## src/design/gpf_pkg.sv

```systemverilog
// Package with the register map, access codes and decode types of the pad-function block.
`timescale 1ns / 1ps
`default_nettype none

package gpf_pkg;

	// Address layout: bits 13..12 select the port, bits 11..0 the register offset.
	localparam int ADDR_W      = 14;
	localparam int ADDR_OFF_W  = 12;
	localparam int ADDR_PORT_W = ADDR_W - ADDR_OFF_W;
	localparam int DATA_W      = 32;

	typedef logic [ADDR_OFF_W-1:0] offset_t;

	// Base offsets of the four live registers of a port.
	localparam offset_t OFF_INT    = 12'h010;
	localparam offset_t OFF_MSK    = 12'h020;
	localparam offset_t OFF_PAT1   = 12'h030;
	localparam offset_t OFF_PAT0   = 12'h040;
	localparam offset_t OFF_COMMIT = 12'h0F0;

	// Alias displacements for the set and clear views of the shadow registers.
	localparam offset_t ALIAS_SET = 12'h004;
	localparam offset_t ALIAS_CLR = 12'h008;

	// Register numbers inside one port.
	localparam int NUM_REGS = 4;
	typedef logic [1:0] reg_sel_t;
	localparam reg_sel_t REG_INT   = 2'd0;
	localparam reg_sel_t REG_MSK   = 2'd1;
	localparam reg_sel_t REG_PTRN1 = 2'd2;
	localparam reg_sel_t REG_PTRN0 = 2'd3;

	// Decoded access operations.
	typedef logic [2:0] op_t;
	localparam op_t OP_BAD    = 3'd0;
	localparam op_t OP_READ   = 3'd1;
	localparam op_t OP_SET    = 3'd2;
	localparam op_t OP_CLR    = 3'd3;
	localparam op_t OP_COMMIT = 3'd4;

	// Result of the address decode for one transaction.
	typedef struct packed {
		op_t                    op;
		reg_sel_t               reg_sel;
		logic [ADDR_PORT_W-1:0] row;
	} dec_t;

endpackage

`default_nettype wire

```

## src/design/gpf_decode.sv

```systemverilog
// Address decoder that classifies a bus access and picks the register row it touches.
`timescale 1ns / 1ps
`default_nettype none

module gpf_decode import gpf_pkg::*; #(
	parameter int NUM_PORTS = 4
) (
	input  logic              kind,
	input  logic [ADDR_W-1:0] address,
	input  logic [DATA_W-1:0] write_data,
	output dec_t              dec
);

	offset_t                off;
	logic [ADDR_PORT_W-1:0] port;
	logic                   port_ok;
	logic                   commit_ok;

	assign off       = address[ADDR_OFF_W-1:0];
	assign port      = address[ADDR_W-1:ADDR_OFF_W];
	assign port_ok   = int'(port) < NUM_PORTS;
	assign commit_ok = write_data < DATA_W'(NUM_PORTS);

	// Reads are legal only at base offsets; writes only at aliases and commit.
	always_comb begin
		dec.op      = OP_BAD;
		dec.reg_sel = REG_INT;
		dec.row     = port;
		if (port_ok) begin
			if (!kind) begin
				case (off)
					OFF_INT:  begin dec.op = OP_READ; dec.reg_sel = REG_INT;   end
					OFF_MSK:  begin dec.op = OP_READ; dec.reg_sel = REG_MSK;   end
					OFF_PAT1: begin dec.op = OP_READ; dec.reg_sel = REG_PTRN1; end
					OFF_PAT0: begin dec.op = OP_READ; dec.reg_sel = REG_PTRN0; end
					default:  dec.op = OP_BAD;
				endcase
			end else begin
				case (off)
					OFF_INT + ALIAS_SET:  begin dec.op = OP_SET; dec.reg_sel = REG_INT;   end
					OFF_MSK + ALIAS_SET:  begin dec.op = OP_SET; dec.reg_sel = REG_MSK;   end
					OFF_PAT1 + ALIAS_SET: begin dec.op = OP_SET; dec.reg_sel = REG_PTRN1; end
					OFF_PAT0 + ALIAS_SET: begin dec.op = OP_SET; dec.reg_sel = REG_PTRN0; end
					OFF_INT + ALIAS_CLR:  begin dec.op = OP_CLR; dec.reg_sel = REG_INT;   end
					OFF_MSK + ALIAS_CLR:  begin dec.op = OP_CLR; dec.reg_sel = REG_MSK;   end
					OFF_PAT1 + ALIAS_CLR: begin dec.op = OP_CLR; dec.reg_sel = REG_PTRN1; end
					OFF_PAT0 + ALIAS_CLR: begin dec.op = OP_CLR; dec.reg_sel = REG_PTRN0; end
					OFF_COMMIT: begin
						// The commit names its target port in the data word.
						if (commit_ok) begin
							dec.op  = OP_COMMIT;
							dec.row = write_data[ADDR_PORT_W-1:0];
						end
					end
					default: dec.op = OP_BAD;
				endcase
			end
		end
	end

endmodule

`default_nettype wire

```

## config.mk

```make
export PLATFORM = sky130hd
export DESIGN_NAME = gpf_decode
export DESIGN_NICKNAME = d
export VERILOG_FILES = /design/src/design/gpf_pkg.sv /design/src/design/gpf_decode.sv
export SDC_FILE = /design/constraint.sdc
export NUM_CORES = 1
export LEC_CHECK = 0
export ABC_AREA = 1
export BUFFER_PORTS_ARGS = -buffer_cell sky130_fd_sc_hd__buf_2
export CORE_AREA = 3 3 40 42
export DETAILED_ROUTE_END_ITERATION = 8
export DIE_AREA = 0 0 43 45
export GPL_TIMING_DRIVEN = 0
export PLACE_DENSITY_LB_ADDON = 0.05
export SLEW_MARGIN = 40
export SYNTH_ARGS = -nofsm -noshare
export SYNTH_HDL_FRONTEND = slang
export SYNTH_SLANG_ARGS = --single-unit
```

## constraint.sdc

```tcl
create_clock -name vclk -period 1.3
set_input_delay 0.13 -clock vclk [all_inputs]
set_output_delay 0.13 -clock vclk [all_outputs]
set_load 0.02 [all_outputs]
```

==> results by group <==
Critical path
  • Max incr delay on CP: 0.15 ns
  • Critical path peak fanout: 3
  • Cell chain of the critical path: buf_2 -> nor2_2 -> nand2_2 -> nor2_2 -> nand2_2 -> nor2_4 -> nand2_2 -> nand2_1 -> nand2_1 -> buf_2
  • Largest delay contributor family on the critical path: simple AND/OR/NAND/NOR gates
  • Worst EP arrival: 1.04 ns
  • Top cell by count, worst path: nand2_2
  • Critical Path End Type: output pin
  • Critical Path RT: 1.17 ns
  • Crit Path Category: input pin to output pin
  • CP max-delay cell: buf_2
  • CP startpoint kind: input pin
  • Crit path buffers/inverters: 2

Cells and area
  • Cell Count, Final, Fillers Out: 143
  • Nets: 177
  • Clock buf count: 0
  • Reg area: 0 µm²
  • Finished Cell Area: 614 µm²
  • Synthesis-to-finish area growth: 88.8%
  • Final core occ: 47.8%
  • Share of cells above drive strength 1: 47.7%
  • Seq cells: 0
  • N_diodes: 0

STA
  • Worst hold slack: 0.570 ns
  • Slew HR: 88.9%
  • RSZ-0062 raised after global routing: false
  • Worst-Margin Slew: 0.166 ns
  • Final setup TNS: 0 ns
  • Period minus WS final: 1.17 ns
  • Max Transition Viols Final: 0
  • # setup viols final: 0
  • Tcrit/Tclk final: 90.3%
  • Final worst setup slack: 0.126 ns
  • Fmax: 852 MHz
  • Final Hold Viols: 0

Synth
  • Count of cell types in the netlist: 13
  • Syn_area_per_cell: 4.40 µm²
  • Top cells by area, synth: nor2_1, nand2_1, inv_1, nand3_1, nor2_4
  • Cells after Synth: 74
  • Synthesis Warnings: 0
  • Share of the synthesized area in the top cell type: 31.2%
  • Syn Nets: 121
  • Largest area contributor in the netlist: nor2_1
  • Register area share after synthesis: 0%
  • Mapped Area: 325 µm²

Clock network
  • CTS Hold Buffers Added: 0
  • Setup bufs post-CTS: 0
  • Resize count post-CTS: 0

Power and ir drop
  • Final Total Pwr: 0.128 mW
  • Power per cell area: 209 nW/µm²
  • Pleak: 0.390 nW
  • Worst vdd ir: 0.0904 mV

Floorplan
  • Io pins: 54
  • Initial Util: 25.3%
  • Die ar.: 1940 µm²
  • Site Rows: 13
  • Die Span Y: 45 µm
  • DIE WIDTH: 43 µm
  • Core area: 1280 µm²

GRT
  • First-pass GRT wire length: 1.56 mm
  • Grt ovf: 0
  • Pin count of the biggest net entering global routing: 5
  • Number of global-route vias before repair: 444
  • Initial antenna violation count: 0
  • Gr usage total: 9.62%

Hold path
  • Worst hold endpoint: dec[0]
  • HP Start: address[12]
  • Hold path depth: 4
  • Worst min path class: input pin to output pin

Placement
  • Cell Area, Placed: 614 µm²
  • Placed Cells incl. Taps: 143
  • Port bufs: 54
  • Setup slack at placement: 0.118 ns
  • Routability cong.: 0.741
  • Detailed Place HPWL: 1.01 mm

Routing
  • Routed vias/inst: 4.09
  • Drt pass-1 iters: 3
  • DR vias: 585
  • Initial DRC Count: 12
  • Avg WL per Cell: 7.62 µm
  • Post-route ant nets: 0
  • Drc violations: 0
  • Total Wirelength: 1.09 mm

Run status
  • Status: completed

Job
  • Number of max-cap violations: 0
per-layer routing:
layer,GRT usage [%],vias up,wire (µm)
met5,0,-,0
met4,0,0,0
met3,1.20,0,150
met2,19.2,28,514
met1,11.7,220,424
li1,-,337,-
Yosys cell counts:
library cell  count
nor2_1           27
nand2_2           3
and2_1            1
and3_1            1
a21oi_1           2
inv_1             8
nand2_1          20
a31oi_1           1
nor2_2            2
nor2_4            2
nand4_1           1
nand3_1           5
o21ai_0           1
where the power goes:
part	internal, mW	total (mW)	switching, mW
Sequential	0	0	0
Clock	0	0	0
Combinational	0.0713	0.128	0.0568
layout by cell type (no fill, tap or decap):
master,count
a31oi_1,1
nand2_2,3
nor2_1,27
nor2_2,2
inv_1,8
nand4_1,1
and2_1,1
nand3_1,5
a21oi_1,2
buf_2,54
and3_1,1
nor2_4,2
nand2_1,20
o21ai_0,1
kinds of logic (layout without fill, tap and decap cells):
| logic type | after synthesis | count (layout) | synth area share (%) |
|---|---|---|---|
| buf+inv | 8 | 62 | 9.23 |
| simple gates | 62 | 62 | 84.2 |
| compound gates | 4 | 4 | 6.54 |
final cells by class:
type | count | area (µm²)
repair buffers | 54 | 270
fillers | 154 | 671
multi-input cells | 66 | 295
well taps | 15 | 18.8
inverters | 8 | 30.0
how the worst max path moves through the flow:
stage / startpoint / endpoint / slack [ns] / cells after the start
global route: write_data[2] / dec[0] / 0.01 / 10
floorplan: address[1] / dec[2] / 0.29 / 7
global placement: address[1] / dec[0] / 0.13 / 10
finish: address[1] / dec[0] / 0.13 / 10
detailed placement: address[1] / dec[0] / 0.12 / 10
CTS: address[1] / dec[0] / 0.12 / 10
No activity file was read; power rests on OpenSTA's default activity.
